## src/hdl/bmsrdp_pkg.sv

```systemverilog
// Shared types and constants for the BMS response deframer and parser.
`timescale 1ns / 1ps
package bmsrdp_pkg;

	localparam int PARSE_LEN = 12;

	localparam logic [7:0] CHAR_CR     = 8'h0D;
	localparam logic [7:0] CHAR_COLON  = 8'h3A;
	localparam logic [7:0] CHAR_MINUS  = 8'h2D;
	localparam logic [7:0] CHAR_BSLASH = 8'h5C;
	localparam logic [7:0] CHAR_ZERO   = 8'h30;

	localparam logic [7:0] CMD_CURRENT = 8'h6C;
	localparam logic [7:0] CMD_FUEL    = 8'h67;
	localparam logic [7:0] CMD_INSUL   = 8'h49;
	localparam logic [7:0] CMD_VOLT    = 8'h76;

	localparam logic [15:0] FUEL_FULL        = 16'd1000;
	localparam logic [15:0] LOW_MV_RESET     = 16'd9999;
	localparam logic [7:0]  CELL_COUNT_RESET = 8'd16;
	localparam logic [7:0]  FIRST_CELL       = 8'd1;

	typedef enum logic [2:0] {
		KIND_STATUS  = 3'd0,
		KIND_BAD     = 3'd1,
		KIND_IGNORED = 3'd2,
		KIND_CURRENT = 3'd3,
		KIND_FUEL    = 3'd4,
		KIND_INSUL   = 3'd5,
		KIND_PACK_V  = 3'd6,
		KIND_CELL_V  = 3'd7
	} kind_t;

	typedef enum logic [1:0] {
		REQ_STATUS = 2'd0,
		REQ_BAD    = 2'd1,
		REQ_PARSE  = 2'd2
	} req_cls_t;

	typedef struct packed {
		req_cls_t                   cls;
		logic [7:0]                 status;
		logic [PARSE_LEN-1:0][7:0]  bytes;
	} entry_t;

	function automatic logic [15:0] digit16(input logic [7:0] b);
		return {8'h00, b} - {8'h00, CHAR_ZERO};
	endfunction

endpackage

```

## src/hdl/bmsrdp_front.sv

```systemverilog
// Front end: accepts bytes, builds the packet window and checksum, classifies requests.
`timescale 1ns / 1ps
module bmsrdp_front #(
	parameter int BUFFER_DEPTH = 32
) (
	input  logic                 clk,
	input  logic                 arst_n,
	input  logic                 in_valid,
	output logic                 in_ready,
	input  logic [7:0]           rx_byte,
	input  logic                 q_full,
	output logic                 push,
	output bmsrdp_pkg::entry_t   push_entry
);

	localparam int IDX_W = $clog2(BUFFER_DEPTH + 1);

	logic [IDX_W-1:0]                        wr_idx_q;
	logic [7:0]                              xor_q;
	logic [bmsrdp_pkg::PARSE_LEN-1:0][7:0]   buf_q;

	logic [IDX_W-1:0]                        idx_nxt;
	logic [bmsrdp_pkg::PARSE_LEN-1:0][7:0]   buf_nxt;
	logic                                    room;
	logic                                    is_status;
	logic                                    is_cr;
	logic                                    accept;

	assign in_ready  = !q_full;
	assign accept    = in_valid && in_ready;
	assign is_status = rx_byte[7];
	assign is_cr     = (rx_byte == bmsrdp_pkg::CHAR_CR);
	assign room      = (wr_idx_q < IDX_W'(BUFFER_DEPTH));
	assign idx_nxt   = room ? (wr_idx_q + IDX_W'(1)) : wr_idx_q;

	always_comb begin
		buf_nxt = buf_q;
		for (int i = 0; i < bmsrdp_pkg::PARSE_LEN; i++) begin
			if (room && (wr_idx_q == IDX_W'(i))) begin
				buf_nxt[i] = rx_byte;
			end
		end
	end

	always_comb begin
		push_entry.status = rx_byte;
		push_entry.bytes  = buf_nxt;
		if (is_status) begin
			push_entry.cls = bmsrdp_pkg::REQ_STATUS;
		end else if ((xor_q != 8'h00) || (idx_nxt >= IDX_W'(BUFFER_DEPTH))) begin
			push_entry.cls = bmsrdp_pkg::REQ_BAD;
		end else begin
			push_entry.cls = bmsrdp_pkg::REQ_PARSE;
		end
	end

	assign push = accept && (is_status || is_cr);

	always_ff @(posedge clk or negedge arst_n) begin
		if (!arst_n) begin
			wr_idx_q <= '0;
			xor_q    <= '0;
			buf_q    <= '0;
		end else if (accept && !is_status) begin
			buf_q <= buf_nxt;
			if (is_cr) begin
				wr_idx_q <= '0;
				xor_q    <= '0;
			end else begin
				wr_idx_q <= idx_nxt;
				xor_q    <= xor_q ^ rx_byte;
			end
		end
	end

endmodule

```

## src/hdl/bmsrdp_queue.sv

```systemverilog
// Two-entry request queue between front and back end.
`timescale 1ns / 1ps
module bmsrdp_queue (
	input  logic                 clk,
	input  logic                 arst_n,
	input  logic                 push,
	input  bmsrdp_pkg::entry_t   push_entry,
	output logic                 full,
	input  logic                 pop,
	output logic                 head_valid,
	output bmsrdp_pkg::entry_t   head
);

	bmsrdp_pkg::entry_t  mem_q [2];
	logic                wr_ptr_q;
	logic                rd_ptr_q;
	logic [1:0]          cnt_q;

	assign full       = (cnt_q == 2'd2);
	assign head_valid = (cnt_q != 2'd0);
	assign head       = mem_q[rd_ptr_q];

	always_ff @(posedge clk) begin
		if (push) begin
			mem_q[wr_ptr_q] <= push_entry;
		end
	end

	always_ff @(posedge clk or negedge arst_n) begin
		if (!arst_n) begin
			wr_ptr_q <= 1'b0;
			rd_ptr_q <= 1'b0;
			cnt_q    <= 2'd0;
		end else begin
			if (push) begin
				wr_ptr_q <= !wr_ptr_q;
			end
			if (pop) begin
				rd_ptr_q <= !rd_ptr_q;
			end
			if (push && !pop) begin
				cnt_q <= cnt_q + 2'd1;
			end else if (pop && !push) begin
				cnt_q <= cnt_q - 2'd1;
			end
		end
	end

endmodule

```

## src/hdl/bmsrdp_back.sv

```systemverilog
// Back end: digit decode stage, then command dispatch, cell min/max tracking and result register.
`timescale 1ns / 1ps
module bmsrdp_back (
	input  logic                 clk,
	input  logic                 arst_n,
	input  logic                 head_valid,
	input  bmsrdp_pkg::entry_t   head,
	output logic                 pop,
	input  logic [7:0]           cell_count,
	output logic                 out_valid,
	input  logic                 out_ready,
	output logic [2:0]           kind,
	output logic signed [15:0]   value,
	output logic [7:0]           status_byte,
	output logic [7:0]           cell_id,
	output logic [15:0]          min_mv,
	output logic [15:0]          max_mv,
	output logic [7:0]           min_cell,
	output logic [7:0]           max_cell,
	output logic                 sweep_done
);

	// stage 1: decoded fields
	logic                   valid_s1;
	bmsrdp_pkg::req_cls_t   cls_s1;
	logic [7:0]             status_s1;
	logic                   hdr_ok_s1;
	logic [7:0]             cmd_s1;
	logic [7:0]             id_s1;
	logic [15:0]            v_s1;

	// result and tracking registers
	logic                   out_valid_q;
	bmsrdp_pkg::kind_t      kind_q;
	logic [15:0]            value_q;
	logic [7:0]             status_q;
	logic [7:0]             id_q;
	logic                   done_q;
	logic [15:0]            low_mv_q;
	logic [15:0]            high_mv_q;
	logic [7:0]             low_id_q;
	logic [7:0]             high_id_q;
	logic [7:0]             exp_cell_q;

	logic                   out_load;

	// stage 1 combinational decode
	logic [7:0]             id_c;
	logic [15:0]            mag_c;
	logic [15:0]            v_c;
	logic                   neg_c;
	logic                   hdr_c;
	logic [3:0][7:0]        vd_c;
	logic [7:0]             d1_c;
	logic [7:0]             d2_c;
	logic [7:0]             d3_c;

	assign out_load = valid_s1 && (!out_valid_q || out_ready);
	assign pop      = head_valid && (!valid_s1 || out_load);

	always_comb begin
		hdr_c = (head.bytes[0] == bmsrdp_pkg::CHAR_BSLASH) &&
			(head.bytes[4] == bmsrdp_pkg::CHAR_COLON);
		neg_c = (head.bytes[7] == bmsrdp_pkg::CHAR_MINUS);
		d1_c  = head.bytes[1] - bmsrdp_pkg::CHAR_ZERO;
		d2_c  = head.bytes[2] - bmsrdp_pkg::CHAR_ZERO;
		d3_c  = head.bytes[3] - bmsrdp_pkg::CHAR_ZERO;
		id_c  = 8'(d1_c * 8'd100) + 8'(d2_c * 8'd10) + d3_c;
		for (int k = 0; k < 4; k++) begin
			vd_c[k] = neg_c ? head.bytes[8 + k] : head.bytes[7 + k];
		end
		mag_c = 16'(bmsrdp_pkg::digit16(vd_c[0]) * 16'd1000) +
			16'(bmsrdp_pkg::digit16(vd_c[1]) * 16'd100) +
			16'(bmsrdp_pkg::digit16(vd_c[2]) * 16'd10) +
			bmsrdp_pkg::digit16(vd_c[3]);
		v_c   = neg_c ? ((~mag_c) + 16'd1) : mag_c;
	end

	always_ff @(posedge clk) begin
		if (pop) begin
			cls_s1    <= head.cls;
			status_s1 <= head.status;
			hdr_ok_s1 <= hdr_c;
			cmd_s1    <= head.bytes[5];
			id_s1     <= id_c;
			v_s1      <= v_c;
		end
	end

	always_ff @(posedge clk or negedge arst_n) begin
		if (!arst_n) begin
			valid_s1 <= 1'b0;
		end else if (pop) begin
			valid_s1 <= 1'b1;
		end else if (out_load) begin
			valid_s1 <= 1'b0;
		end
	end

	// stage 2 combinational dispatch
	bmsrdp_pkg::kind_t  kind_n;
	logic [15:0]        value_n;
	logic [7:0]         status_n;
	logic [7:0]         id_n;
	logic               done_n;
	logic               cell_hit;
	logic               id_zero;
	logic [7:0]         exp_inc;

	assign id_zero = (id_s1 == 8'd0);
	assign exp_inc = exp_cell_q + 8'd1;

	always_comb begin
		kind_n   = bmsrdp_pkg::KIND_IGNORED;
		value_n  = '0;
		status_n = '0;
		id_n     = '0;
		done_n   = 1'b0;
		cell_hit = 1'b0;
		unique case (cls_s1)
			bmsrdp_pkg::REQ_STATUS: begin
				kind_n   = bmsrdp_pkg::KIND_STATUS;
				status_n = status_s1;
			end
			bmsrdp_pkg::REQ_BAD: begin
				kind_n = bmsrdp_pkg::KIND_BAD;
			end
			bmsrdp_pkg::REQ_PARSE: begin
				if (hdr_ok_s1) begin
					if ((cmd_s1 == bmsrdp_pkg::CMD_CURRENT) && id_zero) begin
						kind_n  = bmsrdp_pkg::KIND_CURRENT;
						value_n = {v_s1[14:0], 1'b0};
						id_n    = id_s1;
					end else if ((cmd_s1 == bmsrdp_pkg::CMD_FUEL) && id_zero) begin
						kind_n  = bmsrdp_pkg::KIND_FUEL;
						value_n = bmsrdp_pkg::FUEL_FULL - v_s1;
						id_n    = id_s1;
					end else if ((cmd_s1 == bmsrdp_pkg::CMD_INSUL) && id_zero) begin
						kind_n  = bmsrdp_pkg::KIND_INSUL;
						value_n = v_s1;
						id_n    = id_s1;
					end else if ((cmd_s1 == bmsrdp_pkg::CMD_VOLT) && id_zero) begin
						kind_n  = bmsrdp_pkg::KIND_PACK_V;
						value_n = v_s1;
						id_n    = id_s1;
					end else if ((cmd_s1 == bmsrdp_pkg::CMD_VOLT) &&
						(id_s1 == exp_cell_q)) begin
						kind_n   = bmsrdp_pkg::KIND_CELL_V;
						value_n  = v_s1;
						id_n     = id_s1;
						done_n   = (id_s1 >= cell_count);
						cell_hit = 1'b1;
					end
				end
			end
			default: begin
				kind_n = bmsrdp_pkg::KIND_IGNORED;
			end
		endcase
	end

	always_ff @(posedge clk) begin
		if (out_load) begin
			kind_q   <= kind_n;
			value_q  <= value_n;
			status_q <= status_n;
			id_q     <= id_n;
			done_q   <= done_n;
		end
	end

	always_ff @(posedge clk or negedge arst_n) begin
		if (!arst_n) begin
			out_valid_q <= 1'b0;
			low_mv_q    <= bmsrdp_pkg::LOW_MV_RESET;
			high_mv_q   <= '0;
			low_id_q    <= '0;
			high_id_q   <= '0;
			exp_cell_q  <= bmsrdp_pkg::FIRST_CELL;
		end else begin
			if (out_load) begin
				out_valid_q <= 1'b1;
			end else if (out_ready) begin
				out_valid_q <= 1'b0;
			end
			if (out_load && cell_hit) begin
				if (v_s1 < low_mv_q) begin
					low_mv_q <= v_s1;
					low_id_q <= id_s1;
				end
				if (v_s1 > high_mv_q) begin
					high_mv_q <= v_s1;
					high_id_q <= id_s1;
				end
				exp_cell_q <= (exp_inc > cell_count) ? bmsrdp_pkg::FIRST_CELL : exp_inc;
			end
		end
	end

	assign out_valid   = out_valid_q;
	assign kind        = kind_q;
	assign value       = value_q;
	assign status_byte = status_q;
	assign cell_id     = id_q;
	assign sweep_done  = done_q;
	assign min_mv      = low_mv_q;
	assign max_mv      = high_mv_q;
	assign min_cell    = low_id_q;
	assign max_cell    = high_id_q;

endmodule

```

## src/hdl/bms_response_deframer_parser_top.sv

```systemverilog
// Top level of the BMS response deframer and parser.
// Results pass the two-entry queue, stage-1 and result registers, which decouple stalls.
// Throughput: one byte per cycle while the request queue is not full.
// Bytes that only extend a packet give no result; status bytes and CR give one each.
// Reset (arst_n low, asynchronous): packet window, index and checksum clear, min 9999,
// max and IDs zero, expected cell 1, cell_count 16; no clearing pass is needed.
`timescale 1ns / 1ps
module bms_response_deframer_parser_top #(
	parameter int BUFFER_DEPTH = 32
) (
	input  logic                clk,
	input  logic                arst_n,
	input  logic                cfg_valid,
	output logic                cfg_ready,
	input  logic [7:0]          cfg_data,
	input  logic                in_valid,
	output logic                in_ready,
	input  logic [7:0]          rx_byte,
	output logic                out_valid,
	input  logic                out_ready,
	output logic [2:0]          kind,
	output logic signed [15:0]  value,
	output logic [7:0]          status_byte,
	output logic [7:0]          cell_id,
	output logic [15:0]         min_mv,
	output logic [15:0]         max_mv,
	output logic [7:0]          min_cell,
	output logic [7:0]          max_cell,
	output logic                sweep_done
);

	logic [7:0]           cell_cnt_q;
	logic                 q_full;
	logic                 push;
	bmsrdp_pkg::entry_t   push_entry;
	logic                 pop;
	logic                 head_valid;
	bmsrdp_pkg::entry_t   head;

	assign cfg_ready = 1'b1;

	always_ff @(posedge clk or negedge arst_n) begin
		if (!arst_n) begin
			cell_cnt_q <= bmsrdp_pkg::CELL_COUNT_RESET;
		end else if (cfg_valid && cfg_ready) begin
			cell_cnt_q <= cfg_data;
		end
	end

	bmsrdp_front #(
		.BUFFER_DEPTH(BUFFER_DEPTH)
	) u_front (
		.clk        (clk),
		.arst_n     (arst_n),
		.in_valid   (in_valid),
		.in_ready   (in_ready),
		.rx_byte    (rx_byte),
		.q_full     (q_full),
		.push       (push),
		.push_entry (push_entry)
	);

	bmsrdp_queue u_queue (
		.clk        (clk),
		.arst_n     (arst_n),
		.push       (push),
		.push_entry (push_entry),
		.full       (q_full),
		.pop        (pop),
		.head_valid (head_valid),
		.head       (head)
	);

	bmsrdp_back u_back (
		.clk         (clk),
		.arst_n      (arst_n),
		.head_valid  (head_valid),
		.head        (head),
		.pop         (pop),
		.cell_count  (cell_cnt_q),
		.out_valid   (out_valid),
		.out_ready   (out_ready),
		.kind        (kind),
		.value       (value),
		.status_byte (status_byte),
		.cell_id     (cell_id),
		.min_mv      (min_mv),
		.max_mv      (max_mv),
		.min_cell    (min_cell),
		.max_cell    (max_cell),
		.sweep_done  (sweep_done)
	);

endmodule

```

## config.mk

```make
export PLATFORM = sky130hd
export DESIGN_NAME = bms_response_deframer_parser_top
export DESIGN_NICKNAME = d
export VERILOG_FILES = /design/src/hdl/bmsrdp_pkg.sv /design/src/hdl/bmsrdp_front.sv /design/src/hdl/bmsrdp_queue.sv /design/src/hdl/bmsrdp_back.sv /design/src/hdl/bms_response_deframer_parser_top.sv
export SDC_FILE = /design/constraint.sdc
export NUM_CORES = 1
export LEC_CHECK = 0
export ABC_AREA = 1
export BUFFER_PORTS_ARGS = -buffer_cell sky130_fd_sc_hd__buf_2
export CAP_MARGIN = 20
export CORE_MARGIN = 1
export CORE_UTILIZATION = 60
export DETAILED_ROUTE_END_ITERATION = 10
export PLACE_DENSITY = 0.78
export SLEW_MARGIN = 10
export SYNTH_ARGS = -nofsm -noshare
export SYNTH_HDL_FRONTEND = slang
export SYNTH_SLANG_ARGS = --single-unit
```

## constraint.sdc

```tcl
create_clock -name clk -period 10.3 [get_ports clk]
set_input_delay 1.545 -clock clk [delete_from_list [all_inputs] [get_ports clk]]
set_output_delay 1.545 -clock clk [all_outputs]
set_load 0.005 [all_outputs]
```

==> results of run 1 <==
[final cells by class]
cell class                      instances  area share
Timing Repair Buffer                  120      0.0239
Clock inverter                         22      0.0110
Sequential cell                       438       0.459
Multi-Input combinational cell       1603       0.383
Tap cell                              525      0.0245
Inverter                              370      0.0520
Clock buffer                           60      0.0463
[flip-flops by register name (all words and copies together) (netlist names), 16 cells and up]
name and count:
u_queue.mem_q 190, u_front.buf_q 85, u_back.max_mv 16, u_back.min_mv 16, u_back.v_s1 16, u_back.value 16
[cell usage after synthesis (6+ instances only)]
library cell | n | area share
nand2_1 | 559 | 0.086
inv_1 | 359 | 0.055
edfxtp_1 | 269 | 0.33
o21ai_0 | 231 | 0.048
ha_1 | 163 | 0.084
dfrtp_1 | 159 | 0.16
nor2_1 | 123 | 0.019
a21oi_1 | 82 | 0.017
xor2_1 | 75 | 0.027
nand3_1 | 72 | 0.015
fa_1 | 64 | 0.053
clkbuf_1 | 49 | 0.0076
xnor2_1 | 26 | 0.0094
nor3_1 | 25 | 0.0051
o21ai_1 | 21 | 0.0043
nand4_1 | 19 | 0.0049
mux2i_1 | 18 | 0.0074
nand2_2 | 14 | 0.0036
nor4_1 | 12 | 0.0031
dfstp_2 | 10 | 0.011
buf_2 | 9 | 0.0019
a31oi_1 | 8 | 0.0021
buf_4 | 7 | 0.0022
o211ai_1 | 7 | 0.0022
nand3_2 | 6 | 0.0025
[metal layers]
metal  wire (um)  up-vias  track usage
li1            -     8368            -
met3        3400       96       0.0369
met2       25300      613        0.437
met1       23100     8332        0.360
met4        1360        0       0.0846
met5           0        -            0
[cell families (layout without fill, tap and decap cells)]
| kind of cell | Yosys count | in the layout | share of synthesized area |
|---|---|---|---|
| DFF | 438 | 438 | 0.506 |
| other | 1 | 1 | 0.000154 |
| muxes | 19 | 19 | 0.00787 |
| adders and majority gates | 227 | 227 | 0.137 |
| buffers and inverters | 443 | 572 | 0.0718 |
| and+or+nand+nor | 857 | 857 | 0.151 |
| AOI/OAI and AO/OA | 398 | 398 | 0.0894 |
| xor gates and xnor gates | 101 | 101 | 0.0364 |
[critical path: cells and delay by family (launching register included)]
kind,cells,cell delay [ps]
buffers and inverters,12,1480
xor gates and xnor gates,2,360
DFF,1,440
AOI/OAI and AO/OA,2,500
adders and majority gates,8,2960
and+or+nand+nor,18,2180
[stage by stage]
stage	instances	hold slack [ps]	utilization
detailed placement	3056	465	0.635
global placement	3056	450	0.635
global route	3138	501	0.674
CTS	3138	481	0.674
finish	3138	484	0.674
floorplan	2484	436	-
[how the worst min path moves through the flow]
stage	startpoint	endpoint	slack, ps	cells past startpoint
after floorplan	u_front.buf_q[39]$_DFFE_PN0P_	u_front.buf_q[39]$_DFFE_PN0P_	440	2
after global placement	u_front.buf_q[47]$_DFFE_PN0P_	u_front.buf_q[47]$_DFFE_PN0P_	450	2
after detailed placement	u_front.buf_q[21]$_DFFE_PN0P_	u_front.buf_q[21]$_DFFE_PN0P_	460	2
after CTS	u_front.buf_q[21]$_DFFE_PN0P_	u_front.buf_q[21]$_DFFE_PN0P_	480	2
after global routing	u_front.buf_q[27]$_DFFE_PN0P_	u_front.buf_q[27]$_DFFE_PN0P_	500	2
final	u_front.buf_q[21]$_DFFE_PN0P_	u_front.buf_q[21]$_DFFE_PN0P_	480	2
==> results.toml, run 1 <==
[floorplanning]
rows = 73
io_pins = 108
die_h_um = 203
core_area_sq_mm = 0.0398
start_util = 0.611
die-area_sq_mm = 0.0413
fp.dieW_um = 203

[final_layout]
final_common_cell = "nand2_1"
multi_input_area_sq_mm = 0.0103
drive_gt1_frac = 0.0980
final_cell_mix = "nand2_1, inv_1, edfxtp_1"
n_antenna_cell = 0
area_growth_pct = 10.4
fill_cells = 2939
layout.nets = 2825
ff_latch_area_sq_mm = 0.0123
design_area_sq_mm = 0.0268

[clock_tree]
cts-root-buf = "clkbuf_16"
postCtsHoldBufs = 0
clk_latency_ps = 560
postCtsSetupBuffers = 0
clock_sinks = 438
clk_pin_slew_worst_paths_ps = 60
numCtsBuffers = 44
h-tree-depth = 2
cts_tree = "built"
cts_resized = 0
cts_buffer_depth = 3

[routing]
drcViolationCount = 0
vias = 17409
vias_per_cell = 5.55
drtIter0Drc = 1370
drt_first_pass_iters = 5
totalWireLength_um = 53100
antenna_left = 0
wl_per_cell_um = 16.9

[worst_setup_path]
r2r-end = "u_back.v_s1[15]$_DFFE_PP_"
arrival_ps = 8500
cpPeakStageDelay_ps = 520
critPathSlowestCell = "fa_1"
critPathMostFrequentCell = "inv_1"
rr_worst_depth = 42
rr_startpoint = "u_queue.rd_ptr_q$_DFFE_PN0P_"
required_ps = 10600
cp-start-kind = "flip-flop"
reg2reg_slack_ps = 2100
crit_fanout = 63
crit_end = "u_back.v_s1[15]$_DFFE_PP_"
cp-end-kind = "flip-flop"
path_class = "flip-flop to flip-flop"
startpoint = "u_queue.rd_ptr_q$_DFFE_PN0P_"

[place]
place_hpwl_um = 38000
detailedPlace.worstSlack_ps = 2170
placed_area_sq_mm = 0.0253
portBuffers = 106
gp_congestion = 0.897

[sta]
final_max_slew_viol_count = 0
setup-tns-final_ps = 0
clock_skew_ps = 16.2
fin_crit_ps = 8200
max_freq_ghz = 0.122
fin_crit_sh = 0.796
grt_setup_unrepaired = "false"
worst_slack_ps = 2100
setup_violations = 0
worst_pin_slew_ps = 1030
maxSlewHeadroom = 0.309
final_hold_viol_count = 0

[synthesis]
synth-edff-count = 269
synthCells = 2484
async_flop_share = 0.386
ys.flop_type = "edfxtp_1"
synth_nets = 2732
syn-cell-area_sq_mm = 0.0243
synth-seq-cells = 438
yosysUniqueCellTypes = 67
ys_seq_area_frac = 0.506
synth_warnings = 0
synth_area_per_cell_sq_um = 9.79

[global_route]
grtUsageTotal = 0.264
grt_pass1_wl_um = 86600
grt.overflow.total = 0
first_global_vias = 17204
grt_max_degree = 73
antenna_found_initial = 0

[status]
outcome = "finished clean"

[min_path]
min_path_type = "flip-flop to flip-flop"

[job]
cap_violations = 0
Power of run 1 is left out: the tool's default activity adds up to more than one toggle a clock period on the data nets, which glitch-free logic cannot reach.
==> run 2, diff against run 1 <==
clock period = 7.9 ns   (was 10.3 ns; I/O delays follow)
==> run 2 against run 1 <==
Worst setup slack got worse by 1700 ps. Clock-buffer cell count decreased by 6. Core utilization is 0.54 points higher. Register-to-register slack got worse by 1700 ps. Sequential cell count stayed put. Design area is 0.81% higher. Global-route usage is 0.20 points higher. Critical path depth unchanged. Critical path type unchanged.
==> results.toml, run 2 (same netlist as run 1, synthesis figures left out) <==
[sta]
fin_crit_sh = 0.944
final_hold_viol_count = 0
final_max_slew_viol_count = 0
max_freq_ghz = 0.134
maxSlewHeadroom = 0.322
fin_crit_ps = 7460
worst_pin_slew_ps = 1010
setup_violations = 0
clock_skew_ps = 29.1

[clock_tree]
cts_buffer_depth = 3
h-tree-depth = 2
numCtsBuffers = 45
cts_tree = "built"
clock_sinks = 438
clk_latency_ps = 570
cts-root-buf = "clkbuf_16"
clk_pin_slew_worst_paths_ps = 60

[global_route]
grt_use_met2 = 0.449
busiest_layer = "met2"
grt_max_degree = 72
grt_pass1_wl_um = 87200
met3_usage = 0.0324
grt.overflow.total = 0
antenna_found_initial = 0
first_global_vias = 17034
gr-usage-met1 = 0.362
grtUsageTotal = 0.266

[worst_setup_path]
rr_startpoint = "u_queue.rd_ptr_q$_DFFE_PN0P_"
cpPeakStageDelay_ps = 540
crit_fanout = 27
arrival_ps = 7780
cp-end-kind = "flip-flop"
required_ps = 8220
critPathMostFrequentCell = "inv_1"
cp-start-kind = "flip-flop"
critPathSlowestCell = "dfrtp_4"
startpoint = "u_queue.rd_ptr_q$_DFFE_PN0P_"
path_class = "flip-flop to flip-flop"

[floorplanning]
die-area_sq_mm = 0.0413
fp.dieW_um = 203
start_util = 0.611
core_area_sq_mm = 0.0398
rows = 73
die_h_um = 203
io_pins = 108

[status]
outcome = "finished clean"

[final_layout]
layout.nets = 2837
regMostFlops = "u_queue.mem_q"
final_cell_mix = "nand2_1, inv_1, edfxtp_1"
design_area_sq_mm = 0.0271
n_antenna_cell = 0
drive_gt1_frac = 0.108
area_growth_pct = 11.2
largest_reg_flops = 190
final_common_cell = "nand2_1"
layout_top_registers = "u_queue.mem_q x190, u_front.buf_q x85"
fin_util = 0.679

[min_path]
hp-start = "u_front.buf_q[47]$_DFFE_PN0P_"
min_path_type = "flip-flop to flip-flop"

[routing]
drtIter0Drc = 1410
wl_per_cell_um = 17.2
totalWireLength_um = 54300
antenna_left = 0
drcViolationCount = 0
drt_first_pass_iters = 7
vias = 17451
vias_per_cell = 5.54

[place]
portBuffers = 106
place_hpwl_um = 38700
gp_congestion = 0.958
placed_area_sq_mm = 0.0254

[job]
cap_violations = 0
[run 2: changes by cell type in the layout (fill, tap and decap cells not counted), sizes merged]
| cell | delta |
|---|---|
| clkinvlp | +4 |
| buf | +11 |
| inv | +1 |
| clkbuf | -6 |
| clkinv | +4 |
| bufinv | -1 |
[run 2: timing repair]
action	CTS	global route
buffers inserted	0	2
hold buffers	0	0
endpoints found under the setup margin	0	2
gates resized for setup	0	17
[run 2: worst max-delay path, delay by kind of cell, from the launching register on]
kind	cells	cell delay (ps)
AOI/OAI and AO/OA	3	610
and+or+nand+nor	19	1920
xor gates and xnor gates	2	290
adders and majority gates	8	2980
buffers and inverters	10	880
DFF	1	540
[run 2: area by class of cell]
cell class	instances	area, sq um
clock buffers	54	1240
clock inverters	30	345
fillers	2944	12800
inverters	370	1400
multi-input cells	1603	10300
flip-flops and latches	438	12300
well taps	525	657
repair buffers	131	766
[run 2: worst paths after layout]
| kind | slack [ps] | endpoint | depth (start not counted) |
|---|---|---|---|
| max | 440 | u_back.v_s1[15]$_DFFE_PP_ | 42 |
| min | 470 | u_front.buf_q[47]$_DFFE_PN0P_ | 2 |
| max reg2reg | 440 | u_back.v_s1[15]$_DFFE_PP_ | 42 |
| min reg2reg | 470 | u_front.buf_q[47]$_DFFE_PN0P_ | 2 |
| max in group asynchronous | 6070 | u_front.buf_q[83]$_DFFE_PN0P_ | 2 |
| min in group asynchronous | 610 | u_back.max_mv[2]$_DFFE_PN0P_ | 1 |
[run 2: through the flow]
| step | hold WS [ps] | std cells | setup TNS [ps] | worst slack [ps] |
|---|---|---|---|---|
| after detailed placement | 453 | 3064 | 0 | 192 |
| after CTS | 470 | 3148 | 0 | 185 |
| after global routing | 500 | 3151 | -63.9 | -63.9 |
| after global placement | 448 | 3064 | 0 | 473 |
| final | 472 | 3151 | 0 | 445 |
| after floorplan | 436 | 2484 | 0 | 761 |
[run 2: per-layer routing]
layer  share of wire  wire length, um  up-vias
li1                -                -     8405
met1            0.43            23400     8340
met2            0.49            26500      610
met3           0.059             3190       96
met4           0.021             1170        0
met5               0                0        -
Power of run 2 is left out for the same reason.
